[src/hw/rtl/tfsc_pkg.sv]
// ----------------------------------------------------------------------------
// tfsc_pkg
// Shared types and byte constants for the TLS flow signature classifier.
// ----------------------------------------------------------------------------
`default_nettype none

package tfsc_pkg;

  localparam logic [7:0] RecHandshake = 8'h16;
  localparam logic [7:0] RecAppData   = 8'h17;
  localparam logic [7:0] RecAlert     = 8'h15;
  localparam logic [7:0] RecChgCipher = 8'h14;
  localparam logic [7:0] VerMajor     = 8'h03;
  localparam logic [7:0] V2HelloA     = 8'h80;
  localparam logic [7:0] V2HelloB     = 8'h81;
  localparam logic [15:0] V2Tail      = 16'h0103;
  localparam logic [31:0] ShortHsWord = 32'h1600_0000;
  // "<!DO"
  localparam logic [31:0] DoctypeWord = 32'h3C21_444F;

  // Per-byte compare flags of one direction (first stage)
  typedef struct packed {
    logic hs_type;
    logic app_type;
    logic alert_type;
    logic chg_type;
    logic v2_type;
    logic major3;
    logic minor0;
    logic minor13;
    logic v2_tail;
    logic short_word;
    logic doctype;
    logic len0;
    logic len1;
  } tfsc_byte_t;

  // Signature classes of one direction (second stage)
  typedef struct packed {
    logic ssl3_hs;
    logic tls_hs;
    logic rec;      // application data, alert or change cipher
    logic ssl2;
    logic doctype;
    logic len0;
  } tfsc_cls_t;

  // Stage advance enables
  typedef struct packed {
    logic a;
    logic b;
  } tfsc_adv_t;

endpackage

`default_nettype wire

[src/hw/rtl/tls_flow_signature_classifier.sv]
// ----------------------------------------------------------------------------
// tls_flow_signature_classifier
// Flags a flow as SSL/TLS from the leading bytes and lengths of both directions.
// ----------------------------------------------------------------------------
// An accepted request passes the byte compare, class and output registers in turn.
// Throughput: one request per cycle unless stalled; three register stages
// (byte compares, per-direction classes, rule combine with output register).
// A stall on the output holds the full pipeline; empty stages still fill.
// Reset clears the stage valid bits only; the data registers are not reset.
`default_nettype none

module tls_flow_signature_classifier (
  input  wire logic        clk_i,
  input  wire logic        rst_ni,
  input  wire logic        valid_i,
  output      logic        stall_o,
  input  wire logic [31:0] out_bytes_i,
  input  wire logic [15:0] out_len_i,
  input  wire logic [31:0] in_bytes_i,
  input  wire logic [15:0] in_len_i,
  output      logic        valid_o,
  input  wire logic        stall_i,
  output      logic        is_tls_o
);

  logic va_q, vb_q, vc_q;
  logic en_c;
  tfsc_pkg::tfsc_adv_t adv;

  // Advance a stage when it is empty or its successor advances
  assign en_c   = !vc_q || !stall_i;
  assign adv.b  = !vb_q || en_c;
  assign adv.a  = !va_q || adv.b;
  assign stall_o = !adv.a;

  always_ff @(posedge clk_i or negedge rst_ni) begin
    if (!rst_ni) begin
      va_q <= 1'b0;
      vb_q <= 1'b0;
      vc_q <= 1'b0;
    end else begin
      if (adv.a) va_q <= valid_i;
      if (adv.b) vb_q <= va_q;
      if (en_c)  vc_q <= vb_q;
    end
  end

  tfsc_pkg::tfsc_cls_t oc, ic;

  tfsc_dir_cls u_out_cls (
    .clk_i   (clk_i),
    .adv_i   (adv),
    .bytes_i (out_bytes_i),
    .len_i   (out_len_i),
    .cls_o   (oc)
  );

  tfsc_dir_cls u_in_cls (
    .clk_i   (clk_i),
    .adv_i   (adv),
    .bytes_i (in_bytes_i),
    .len_i   (in_len_i),
    .cls_o   (ic)
  );

  logic o_hs, i_hs;
  logic tls_d, tls_q;

  always_comb begin
    o_hs  = oc.ssl3_hs || oc.tls_hs;
    i_hs  = ic.ssl3_hs || ic.tls_hs;
    tls_d = (o_hs && i_hs) ||
            (oc.tls_hs && ic.rec) ||
            (ic.tls_hs && oc.rec) ||
            (oc.tls_hs && ic.doctype && !oc.len0) ||
            (ic.tls_hs && oc.doctype && !ic.len0) ||
            ((o_hs || oc.len0) && ic.ssl2) ||
            ((i_hs || ic.len0) && oc.ssl2);
  end

  always_ff @(posedge clk_i) begin
    if (en_c) begin
      tls_q <= tls_d;
    end
  end

  assign valid_o  = vc_q;
  assign is_tls_o = tls_q;

  // An accepted request always lands in the first stage
  a_accept_fills: assert property (@(posedge clk_i) disable iff (!rst_ni)
    (valid_i && !stall_o) |=> va_q)
    else $error("accepted request not captured");

  // An empty output stage never backs up the input
  a_no_false_stall: assert property (@(posedge clk_i) disable iff (!rst_ni)
    !vc_q |-> !stall_o)
    else $error("stall raised with free output stage");

  // A held first stage keeps its request
  a_hold_first: assert property (@(posedge clk_i) disable iff (!rst_ni)
    (va_q && stall_o) |=> va_q)
    else $error("request dropped from first stage under stall");

  // Output may only stall the pipe while a result waits
  a_stall_cause: assert property (@(posedge clk_i) disable iff (!rst_ni)
    stall_o |-> (vc_q && stall_i && vb_q && va_q))
    else $error("input stall without full pipeline");

endmodule

`default_nettype wire

[src/hw/rtl/tfsc_dir_cls.sv]
// ----------------------------------------------------------------------------
// tfsc_dir_cls
// Two-stage classifier for one direction: byte compares, then classes.
// ----------------------------------------------------------------------------
`default_nettype none

module tfsc_dir_cls (
  input  wire logic                clk_i,
  input  wire tfsc_pkg::tfsc_adv_t adv_i,
  input  wire logic [31:0]         bytes_i,
  input  wire logic [15:0]         len_i,
  output tfsc_pkg::tfsc_cls_t      cls_o
);

  tfsc_pkg::tfsc_byte_t flg_d, flg_q;
  tfsc_pkg::tfsc_cls_t  cls_d, cls_q;

  logic [7:0] b0, b1, b2;

  assign b0 = bytes_i[31:24];
  assign b1 = bytes_i[23:16];
  assign b2 = bytes_i[15:8];

  always_comb begin
    flg_d.hs_type    = (b0 == tfsc_pkg::RecHandshake);
    flg_d.app_type   = (b0 == tfsc_pkg::RecAppData);
    flg_d.alert_type = (b0 == tfsc_pkg::RecAlert);
    flg_d.chg_type   = (b0 == tfsc_pkg::RecChgCipher);
    flg_d.v2_type    = (b0 == tfsc_pkg::V2HelloA) || (b0 == tfsc_pkg::V2HelloB);
    flg_d.major3     = (b1 == tfsc_pkg::VerMajor);
    flg_d.minor0     = (b2 == 8'h00);
    flg_d.minor13    = (b2 >= 8'h01) && (b2 <= 8'h03);
    flg_d.v2_tail    = (bytes_i[15:0] == tfsc_pkg::V2Tail);
    flg_d.short_word = (bytes_i == tfsc_pkg::ShortHsWord);
    flg_d.doctype    = (bytes_i == tfsc_pkg::DoctypeWord);
    flg_d.len0       = (len_i == 16'd0);
    flg_d.len1       = (len_i == 16'd1);
  end

  always_ff @(posedge clk_i) begin
    if (adv_i.a) begin
      flg_q <= flg_d;
    end
  end

  logic short_hs;

  always_comb begin
    short_hs      = flg_q.len0 || (flg_q.len1 && flg_q.short_word);
    cls_d.ssl3_hs = short_hs || (flg_q.hs_type && flg_q.major3 && flg_q.minor0);
    cls_d.tls_hs  = short_hs || (flg_q.hs_type && flg_q.major3 && flg_q.minor13);
    cls_d.rec     = flg_q.major3 && ((flg_q.app_type && flg_q.minor13) ||
                    (flg_q.alert_type && (flg_q.minor0 || flg_q.minor13)) ||
                    (flg_q.chg_type && flg_q.minor13));
    cls_d.ssl2    = flg_q.v2_type && flg_q.v2_tail;
    cls_d.doctype = flg_q.doctype;
    cls_d.len0    = flg_q.len0;
  end

  always_ff @(posedge clk_i) begin
    if (adv_i.b) begin
      cls_q <= cls_d;
    end
  end

  assign cls_o = cls_q;

endmodule

`default_nettype wire

[config.mk]
export PLATFORM = sky130hd
export DESIGN_NAME = tls_flow_signature_classifier
export DESIGN_NICKNAME = d
export VERILOG_FILES = /design/src/hw/rtl/tfsc_pkg.sv /design/src/hw/rtl/tls_flow_signature_classifier.sv /design/src/hw/rtl/tfsc_dir_cls.sv
export SDC_FILE = /design/constraint.sdc
export NUM_CORES = 1
export LEC_CHECK = 0
export BUFFER_PORTS_ARGS = -buffer_cell sky130_fd_sc_hd__buf_2
export CAP_MARGIN = 20
export CORE_UTILIZATION = 48
export CTS_CLUSTER_DIAMETER = 200
export DETAILED_ROUTE_END_ITERATION = 10
export PLACE_DENSITY = 0.85
export SYNTH_ARGS = -nofsm -noshare
export SYNTH_HDL_FRONTEND = slang
export SYNTH_HIERARCHICAL = 1
export SYNTH_SLANG_ARGS = --single-unit
[constraint.sdc]
create_clock -name clk_i -period 4.8 [get_ports clk_i]
set_input_delay 0.72 -clock clk_i [delete_from_list [all_inputs] [get_ports clk_i]]
set_output_delay 0.72 -clock clk_i [all_outputs]
set_load 0.005 [all_outputs]
Yosys cells after proc, flatten, opt, wreduce, memory -nomap -nowiden:

Index checks and enable logic that the tools add are counted.

* multipliers: 0
* magnitude comparators: 4
* divide/modulo/power cells: 0
* reductions and logical operators: 67
* multiplexer cells: 0
* equality and inequality tests: 22
* bitwise operators: 0
* shift-type cells: 0
* $add $sub $neg: 0

Operators with widths (count)
* 32-bit by 29-bit == test with 1-bit output, second input constant: 2
* 32-bit by 30-bit == test with 1-bit output, second input constant: 2
* 8-bit by 5-bit == test with 1-bit output, second input constant: 8
* 16-bit by 1-bit == test with 1-bit output, second input constant: 2
* 16-bit by 9-bit == test with 1-bit output, second input constant: 2
* 8-bit == test, second input constant: 4
* 16-bit logical NOT: 2
* 1-bit logical AND: 29
* 1-bit logical OR: 27
* 8-bit by 2-bit == test with 1-bit output, second input constant: 2
* 8-bit by 1-bit greater-or-equal comparator with 1-bit output, second input constant: 2
* 8-bit by 2-bit <= comparator with 1-bit output, second input constant: 2
* 8-bit logical NOT: 2
* 1-bit logical NOT: 7

* bits in writable memories: 0
* word-level logic and storage cells: 135
* output and inout bits: 3
* bits of input ports: 100
* bits in registers: 42
* latch bits: 0
* ROM bits: 0
* memories kept: 0

Depth between registers and ports, before layout:

Gate-level depths: netlist of run 1.

* word-level depth: 8
* depth in mapped cells: 3
* depth with buffers taken out: 3

Cells and area by module:

Netlist of run 1, hierarchy kept.

Modules (own cells, without submodules)
* tfsc_dir_cls: cells an instance 69, sequential area each 570.5 um^2, area an instance 872.1 um^2, times used 2
* tls_flow_signature_classifier: cells an instance 19, sequential area each 105.1 um^2, area an instance 197.7 um^2, times used 1

Least setup slack after synthesis of run 1:

No wires, ideal clock.

* kind: input-to-output
* from: input port stall_i
* to: output port stall_o
* data required time: 4080 ps
* stages on the path: 2
* slack: 2330 ps
* buffers on the path: 0
* arrival time: 1750 ps
* cell sequence: nand4_1 inv_1

* cells in the longest elaborated chain, start to end: 5

RTL lines
* start, declared: RTL line tls_flow_signature_classifier.sv:22 `input wire logic stall_i,`
* 1-bit logical NOT: RTL line tls_flow_signature_classifier.sv:31 `assign en_c = !vc_q || !stall_i;`
* 1-bit logical OR: RTL line tls_flow_signature_classifier.sv:31
* 1-bit logical OR: RTL line tls_flow_signature_classifier.sv:32 `assign adv.b = !vb_q || en_c;`
* 1-bit logical OR: RTL line tls_flow_signature_classifier.sv:33 `assign adv.a = !va_q || adv.b;`
* 1-bit logical NOT: RTL line tls_flow_signature_classifier.sv:34 `assign stall_o = !adv.a;`
* end, declared: RTL line tls_flow_signature_classifier.sv:16 `output logic stall_o,`

No other way between the ends.

==> results.py, run 1 <==
metrics = {
    "routing": {
        "num_vias": 1667,
        "drtAntennaViolNets": 0,
        "drt_wl_total_microns": 3980,
        "drt-initial-drc-count": 65,
        "drtPass1Iterations": 4,
        "drc": 0,
        "viasPerCell": 5.28,
        "wl_per_cell_microns": 12.6,
    },
    "die": {
        "rows": 22,
        "initial_utilization_pct": 51.5,
        "die-area_sq_mm": 0.00430,
        "core_area_sq_mm": 0.00377,
        "ioPinCount": 103,
        "die_h_microns": 65.6,
        "dieWidth_microns": 65.6,
    },
    "logic_synthesis": {
        "yosysSeqAreaShare_pct": 64.2,
        "netlist-cell-type-count": 30,
        "ys_ff_latch": 42,
        "syn_inst": 157,
        "syn_area_per_cell_sq_um": 12.4,
        "syn_nets": 257,
        "ys_warn_count": 6,
        "synthesis.area_sq_mm": 0.00194,
    },
    "global_routing": {
        "overflow": 0,
        "track_usage_pct": 20.2,
        "grt_max_degree": 29,
        "grt_pass1_vias": 1634,
        "grt_pass1_wl_microns": 6620,
        "antenna_found_initial": 0,
    },
    "timing": {
        "report.final.slew_viol_count": 0,
        "setup_viol": 0,
        "slew-limit-headroom_pct": 60.5,
        "period_share_pct": 45.2,
        "clock.fmax_mhz": 461,
        "hold_ws_ns": 0.216,
        "tightest_slew_ns": 0.591,
        "hold_viol": 0,
        "tns_ns": 0,
        "fin_skew_ns": 0.00280,
        "final.min_clock_period_ns": 2.17,
        "setup_ws_ns": 2.63,
        "rsz0062_at_grt": "false",
    },
    "clocking": {
        "numCtsBuffers": 5,
        "ctsHtreeMaxLevel": 2,
        "ctsLongestPathBuffers": 2,
        "cts_tree": "built",
        "clk_pin_slew_ns": 0.07,
        "ctsHoldBuffers": 0,
        "clk_latency_ns": 0.28,
        "cts_root_buf": "clkbuf_8",
        "post-cts-setup-buffers": 0,
        "clock-sinks": 42,
        "cts_resized": 0,
    },
    "worst_setup_path": {
        "rrSetupSlack_ns": 3.55,
        "required_ns": 4.08,
        "critPathLaunchType": "input port",
        "arrival_ns": 1.45,
        "ff2ff_path_depth": 1,
        "critical_path_class": "in -> out",
        "crit_fanout": 28,
        "r2r-end": "u_in_cls/cls_o[4]",
        "timing.rr.start": "valid_o",
        "end_kind": "output pin",
    },
    "pwr": {
        "p_leak_nw": 1.10,
        "powerDensity_mw_per_mm2": 285,
        "peakVddDrop_v": 0.000113,
    },
    "final_layout": {
        "drive_gt1_share_pct": 41.8,
        "syn2layout_area_growth_pct": 33.9,
        "n_antenna_cell": 0,
        "fin_util_pct": 68.9,
        "fill_cells": 268,
        "final_nets": 367,
    },
    "place": {
        "dp_hpwl_microns": 3260,
        "port-buffer-count": 102,
        "pre_cts_ws_ns": 2.63,
        "place_congestion": 0.850,
    },
    "run": {
        "cap_violations": 0,
    },
    "run_status": {
        "status": "finished, final reports clean",
    },
    "worst_hold_path": {
        "holdCritPathClass": "in -> async",
    },
}
-- how the worst max path moves through the flow --
| stage | cells past startpoint | from | endpoint | slack [ns] |
|---|---|---|---|---|
| finish | 5 | stall_i | stall_o | 2.63 |
| global route | 5 | stall_i | stall_o | 2.57 |
| CTS | 5 | stall_i | stall_o | 2.62 |
| detailed placement | 5 | stall_i | stall_o | 2.63 |
| global placement | 5 | stall_i | stall_o | 2.65 |
| floorplan | 2 | stall_i | stall_o | 2.33 |
-- routing by layer --
| layer | track usage (%) | up-vias | routed length [microns] |
|---|---|---|---|
| met3 | 4.17 | 2 | 178 |
| li1 | - | 851 | - |
| met2 | 36.0 | 62 | 2030 |
| met1 | 24.3 | 752 | 1740 |
| met4 | 6.52 | 0 | 24 |
| met5 | 0 | - | 0 |
-- registers in the layout (all words and copies together), names as in the netlist --
name	flops
u_out_cls/cls_d	2
u_out_cls/flg_q	11
u_out_cls/cls_o	6
u_in_cls/cls_d	2
valid_o	1
u_in_cls/cls_o	6
u_in_cls/flg_q	11
is_tls_o	1
va_q	1
vb_q	1
-- kinds of logic (layout without fill, tap and decap cells) --
logic type | count (synthesis) | count (layout) | synth area share [%]
buffers and inverters | 5 | 116 | 0.967
AND/OR/NAND/NOR | 99 | 99 | 30.9
flip-flops | 42 | 42 | 64.2
AO/OA/AOI/OAI | 11 | 11 | 3.93
-- final cells by class --
cell class,instances,area (sq um),area share [%]
multi-input cells,110,677,26.0
repair buffers,103,518,19.9
flip-flops and latches,42,1250,47.9
clock buffers,5,68.8,2.65
well taps,48,60.1,2.31
clock inverters,3,11.3,0.433
inverters,5,18.8,0.722
-- cell usage after synthesis, drive strengths merged --
cell type | count | area [sq um]
a221oi | 1 | 8.76
nand4b | 2 | 17.5
a21oi | 3 | 15.0
nor4b | 2 | 17.5
o32a | 1 | 10.0
dfrtp | 3 | 75.1
nor2b | 1 | 6.26
o31ai | 2 | 15.0
nand3b | 2 | 15.0
nand4bb | 4 | 45.0
and2b | 1 | 7.51
nor3b | 2 | 15.0
o21ai | 1 | 5.00
and2 | 2 | 12.5
inv | 5 | 18.8
nor3 | 11 | 55.1
nor2 | 18 | 67.6
nand3 | 7 | 35.0
and4 | 2 | 17.5
a21boi | 2 | 15.0
o211ai | 1 | 7.51
or4 | 6 | 52.6
nand2 | 11 | 41.3
nand2b | 3 | 18.8
or4b | 2 | 20.0
edfxtp | 39 | 1170
nand4 | 7 | 43.8
nor4 | 16 | 113
-- cell usage in the layout (no fill, tap or decap), types with 3 or more instances in the layout --
cell type | netlist | layout
buf_2 | 0 | 102
edfxtp_1 | 39 | 39
nor2_1 | 18 | 18
nor4_1 | 14 | 14
nand2_1 | 11 | 11
nor3_1 | 11 | 11
nand3_1 | 7 | 7
nand4_1 | 7 | 7
inv_1 | 5 | 5
clkbuf_8 | 0 | 5
nand4bb_1 | 4 | 4
or4_1 | 4 | 4
a21oi_1 | 3 | 3
nand2b_1 | 3 | 3
clkinv_1 | 0 | 3
dfrtp_1 | 3 | 3
-- power by group --
part           switching, W  internal (W)  total (W)
Combinational     0.0000412     0.0000467  0.0000879
Clock              0.000106     0.0000969   0.000203
Sequential        0.0000134      0.000436   0.000450
Total              0.000161      0.000580   0.000741
-- worst max-delay path: stages --
cell and delay [ns]:
buf_2 0.11, nand4_1 0.08, buf_4 0.33, inv_1 0.07, buf_2 0.13
-- stage by stage --
| step | cells | area (sq um) | total power, W |
|---|---|---|---|
| final | 316 | 2600 | 0.000741 |
| after global routing | 316 | 2600 | 0.000778 |
| after CTS | 316 | 2600 | 0.000750 |
| after detailed placement | 308 | 2520 | 0.000547 |
| after global placement | 308 | 2520 | 0.000543 |
| after floorplan | 157 | 1940 | 0.000486 |
Note: power is estimated with default switching activity, not from simulation.
==> run 2: changes to the inputs <==
Settings changed: ABC_AREA set to 1, CORE_UTILIZATION 48 to 47, PLACE_DENSITY 0.85 to 0.8.
Clock period 4.8 ns to 2 ns, I/O delays scaled along.
==> results.py, run 2 <==
metrics = {
    "global_routing": {
        "overflow": 0,
        "grt_pass1_vias": 2014,
        "antenna_found_initial": 0,
        "grt_pass1_wl_microns": 8040,
        "track_usage_pct": 19.6,
        "grt_max_degree": 28,
    },
    "timing": {
        "tightest_slew_ns": 0.419,
        "rsz0062_at_grt": "false",
        "report.final.slew_viol_count": 0,
        "tns_ns": 0,
        "final.min_clock_period_ns": 1.60,
        "fin_skew_ns": 0.00290,
        "setup_viol": 0,
        "period_share_pct": 79.9,
        "slew-limit-headroom_pct": 72.0,
        "clock.fmax_mhz": 625,
        "hold_viol": 0,
    },
    "worst_setup_path": {
        "critical_path_class": "reg -> out",
        "cp_num_buf_inv": 2,
        "timing.rr.start": "valid_o",
        "crit_cells": 5,
        "ff2ff_path_depth": 3,
        "crit_fanout": 27,
        "cpPeakStageDelay_ns": 0.36,
        "cp_cell_sequence": "nand2_2 -> nor2_4 -> nand2_4 -> inv_2 -> buf_2",
        "end_kind": "output pin",
        "startpoint": "valid_o",
        "arrival_ns": 1.30,
        "required_ns": 1.70,
        "path_delay_family": "simple AND/OR/NAND/NOR gates",
        "critPathLaunchType": "flop",
        "cp_slowest_cell": "dfrtp_1",
    },
    "place": {
        "port-buffer-count": 102,
        "dp_hpwl_microns": 4000,
        "place_congestion": 0.799,
    },
    "run": {
        "cap_violations": 0,
    },
    "logic_synthesis": {
        "synth_edf_count": 39,
        "synth_top_area_cell": "edfxtp_1",
        "postSynth.asyncResetShare_pct": 7.14,
        "synthesis.area_sq_mm": 0.00232,
        "synth_top_area_share_pct": 50.5,
        "synthFlopType": "edfxtp_1",
        "netlist-cell-type-count": 22,
        "ys_warn_count": 6,
        "ys_top_cells_by_area": "edfxtp_1, nor2_1, nand2_1",
        "syn_nets": 381,
        "yosysSeqAreaShare_pct": 53.7,
        "yosysMostFrequentCell": "nor2_1",
        "synth_top_cells_by_count": "nor2_1, nand2_1, inv_1",
        "syn_inst": 281,
        "ys_ff_latch": 42,
        "syn_area_per_cell_sq_um": 8.26,
    },
    "pwr": {
        "p_leak_nw": 1.47,
        "powerDensity_mw_per_mm2": 619,
        "p_total_w": 0.00186,
        "peakVddDrop_v": 0.000275,
    },
    "final_layout": {
        "syn2layout_area_growth_pct": 29.5,
        "layout_common_cells": "buf_2, nor2_1, nand2_1",
        "final_nets": 491,
        "n_antenna_cell": 0,
        "drive_gt1_share_pct": 32.4,
        "largestRegisters": "u_in_cls/flg_q x11, u_out_cls/flg_q x11",
        "fin_util_pct": 63.7,
        "final_common_cell": "buf_2",
    },
    "clocking": {
        "clk_latency_ns": 0.28,
        "cts_root_buf": "clkbuf_8",
        "post-cts-setup-buffers": 0,
        "clock-sinks": 42,
        "cts_tree": "built",
        "numCtsBuffers": 5,
        "ctsLongestPathBuffers": 2,
        "ctsHtreeMaxLevel": 2,
        "clk_pin_slew_ns": 0.07,
    },
    "worst_hold_path": {
        "hold_start": "valid_i",
        "holdPathStages": 2,
        "holdCritPathClass": "in -> reg",
    },
    "die": {
        "die-area_sq_mm": 0.00522,
        "initial_utilization_pct": 49.1,
        "rows": 25,
        "dieWidth_microns": 72.3,
        "ioPinCount": 103,
        "die_h_microns": 72.3,
        "core_area_sq_mm": 0.00472,
    },
    "routing": {
        "viasPerCell": 4.59,
        "drtAntennaViolNets": 0,
        "drtPass1Iterations": 4,
        "drt-initial-drc-count": 102,
        "wl_per_cell_microns": 10.3,
        "drc": 0,
        "num_vias": 2109,
        "drt_wl_total_microns": 4740,
    },
    "run_status": {
        "status": "finished, final reports clean",
    },
}
## run 2: cell types whose count changed in the layout (fill, tap and decap cells not counted), moves of 6 or more
| cell | change |
|---|---|
| nand2_1 | +41 |
| nand3_1 | +13 |
| nor4_1 | -12 |
| inv_1 | +43 |
| nor2_2 | +6 |
| nor2_1 | +48 |
## run 2: final timing paths
check	slack [ns]	to
hold / removal	0.20	va_q
setup / recovery	0.40	stall_o
max in group asynchronous	1.57	va_q
hold reg to reg	0.42	u_out_cls/cls_o[1]
min in group asynchronous	0.33	vb_q
setup reg to reg	0.79	u_out_cls/cls_o[5]
## run 2: worst reg2reg max path: stages, from the launching register on
cell and delay [ns]:
dfrtp_1 0.39, nand2_2 0.11, nor2_4 0.05, inv_1 0.32
## run 2: cells by family after synthesis
kind of cell    after synthesis  share of synthesized area (%)
simple gates                181                           36.4
buf+inv                      52                           8.41
flops                        42                           53.7
compound gates                6                           1.51
## run 2: what timing repair did
item,CTS,global route
gates resized for setup,0,0
endpoints found under the hold margin,3,0
hold buffers,1,0
setup endpoints to repair,0,0
## run 2: per-layer routing
| metal | global-route usage, % | routed length, microns | up-vias |
|---|---|---|---|
| met1 | 23.9 | 2060 | 924 |
| li1 | - | - | 1124 |
| met4 | 8.50 | 104 | 0 |
| met2 | 34.9 | 2420 | 52 |
| met5 | 0 | 0 | - |
| met3 | 2.36 | 165 | 9 |
## run 2: layout make-up
| cell class | instances | area [sq um] |
|---|---|---|
| Clock buffer | 6 | 72.6 |
| Clock inverter | 2 | 8.76 |
| Fill cell | 402 | 1720 |
| Inverter | 52 | 195 |
| Multi-Input combinational cell | 187 | 880 |
| Sequential cell | 42 | 1250 |
| Tap cell | 67 | 83.8 |
| Timing Repair Buffer | 103 | 520 |
## run 2: through the flow
step	instance area (sq um)	setup WS [ns]	std cells	hold slack (ns)
after CTS	3010	0.366	459	0.194
final	3010	0.401	459	0.203
after detailed placement	2920	0.650	450	0.0986
after global routing	3010	0.301	459	0.222
after floorplan	2320	0.860	281	0.00441
after global placement	2920	0.692	450	0.0989
## run 2: power by group
group | switching [W] | internal [W]
clock | 0.000262 | 0.000240
combinational | 0.000153 | 0.000126
sequential | 0.0000323 | 0.00105
total | 0.000447 | 0.00141
==> run 3: changes to the inputs <==
Settings changed: CORE_UTILIZATION 47 to 43, PLACE_DENSITY 0.8 to 0.77.
Clock period 2 ns to 1.36 ns, I/O delays scaled along.
==> results.py, run 3 (same netlist as run 2, synthesis figures left out) <==
metrics = {
    "timing": {
        "period_share_pct": 93.4,
        "final.min_clock_period_ns": 1.27,
        "hold_viol": 0,
        "clock.fmax_mhz": 788,
        "report.final.slew_viol_count": 0,
        "fin_skew_ns": 0.00845,
        "rsz0062_at_grt": "true",
        "slew-limit-headroom_pct": 77.7,
        "tightest_slew_ns": 0.331,
        "setup_viol": 0,
    },
    "routing": {
        "num_vias": 2119,
        "drt_wl_total_microns": 4480,
        "viasPerCell": 4.56,
        "drt-initial-drc-count": 85,
        "drtPass1Iterations": 4,
        "drc": 0,
        "wl_per_cell_microns": 9.63,
        "drtAntennaViolNets": 0,
    },
    "pwr": {
        "p_total_w": 0.00275,
        "peakVddDrop_v": 0.000401,
        "p_leak_nw": 1.49,
        "powerDensity_mw_per_mm2": 903,
    },
    "clocking": {
        "clk_latency_ns": 0.29,
        "cts_tree": "built",
        "ctsHtreeMaxLevel": 2,
        "ctsLongestPathBuffers": 2,
        "clock-sinks": 42,
        "clk_pin_slew_ns": 0.08,
        "numCtsBuffers": 5,
        "cts_root_buf": "clkbuf_8",
    },
    "die": {
        "dieWidth_microns": 75.5,
        "die-area_sq_mm": 0.00570,
        "initial_utilization_pct": 45.2,
        "rows": 26,
        "die_h_microns": 75.5,
        "core_area_sq_mm": 0.00514,
        "ioPinCount": 103,
    },
    "worst_setup_path": {
        "critical_path_class": "reg -> out",
        "required_ns": 1.16,
        "critPathLaunchType": "flop",
        "arrival_ns": 1.07,
        "timing.rr.start": "valid_o",
        "cp_slowest_cell": "dfrtp_1",
        "cp_cell_sequence": "nand2_2 -> nor2_4 -> nand2_4 -> inv_2 -> buf_6",
        "end_kind": "output pin",
        "crit_fanout": 3,
        "ff2ff_path_depth": 5,
        "cp_num_buf_inv": 2,
        "r2r-end": "u_out_cls/flg_q[3]",
        "rrSetupSlack_ns": 0.11,
        "path_delay_family": "flip-flops",
        "cpPeakStageDelay_ns": 0.36,
    },
    "place": {
        "dp_hpwl_microns": 3700,
        "port-buffer-count": 102,
        "postPlaceCellArea_sq_mm": 0.00295,
        "dp.cells": 455,
        "place_congestion": 0.785,
    },
    "worst_hold_path": {
        "holdPathStages": 2,
        "min_to": "va_q",
        "hold_start": "valid_i",
        "holdCritPathClass": "in -> reg",
    },
    "global_routing": {
        "grt_pass1_wl_microns": 7680,
        "track_usage_pct": 18.0,
        "overflow": 0,
        "grt_pass1_vias": 1906,
        "grt_max_degree": 20,
        "antenna_found_initial": 0,
    },
    "final_layout": {
        "n_antenna_cell": 0,
        "largestRegisters": "u_in_cls/flg_q x11, u_out_cls/flg_q x11",
        "final_nets": 494,
        "syn2layout_area_growth_pct": 31.5,
        "drive_gt1_share_pct": 32.9,
        "stdcell_count": 465,
        "stdcell_area_sq_mm": 0.00305,
        "final_common_cell": "buf_2",
        "layout_common_cells": "buf_2, nor2_1, nand2_1",
        "fin_util_pct": 59.4,
    },
    "run_status": {
        "status": "finished, final reports clean",
    },
    "run": {
        "cap_violations": 0,
    },
}
==> run 3: through the flow <==
step	setup WS (ns)	setup TNS [ns]	hold slack (ns)
final	0.0902	0	0.0950
after detailed placement	0.218	0	0.00562
after global routing	-0.0148	-0.0148	0.100
after floorplan	0.220	0	-0.0916
after global placement	0.232	0	0.00321
after CTS	0.0623	0	0.0870
==> run 3: worst max path at each step <==
| stage | startpoint | end | slack, ns | cells past startpoint |
|---|---|---|---|---|
| floorplan | valid_o | va_q | 0.22 | 5 |
| global placement | valid_o | u_out_cls/flg_q[10] | 0.23 | 4 |
| detailed placement | valid_o | u_out_cls/cls_d[0] | 0.22 | 4 |
| CTS | valid_o | stall_o | 0.06 | 5 |
| global route | valid_o | stall_o | -0.01 | 5 |
| finish | valid_o | stall_o | 0.09 | 5 |
==> run 3: layout make-up <==
class | instances | area (sq um)
clock inverters | 2 | 8.76
flip-flops and latches | 42 | 1250
multi-input cells | 187 | 880
fillers | 489 | 2090
repair buffers | 106 | 562
inverters | 52 | 195
well taps | 70 | 87.6
clock buffers | 6 | 72.6
==> run 3: power by group <==
part	switching (W)	leakage, nW	internal, W
Combinational	0.000226	0.979	0.000204
Sequential	0.0000464	0.472	0.00154
Clock	0.000387	0.0426	0.000352
==> run 3: timing repair <==
| item | CTS | global route |
|---|---|---|
| buffers inserted | 1 | 0 |
| hold buffers | 1 | 0 |
| gates cloned | 0 | 0 |
| pin swaps | 1 | 0 |
| endpoints found under the hold margin | 3 | 0 |
| setup endpoints to repair | 1 | 1 |
| gates resized for setup | 0 | 1 |
==> run 3: routing by layer <==
layer,GRT usage [%],up-vias,part of all wire [%]
met5,0,-,0
met4,8.02,0,1.5
met3,3.17,4,3.3
met2,30.2,45,49
met1,22.8,941,46
li1,-,1129,-
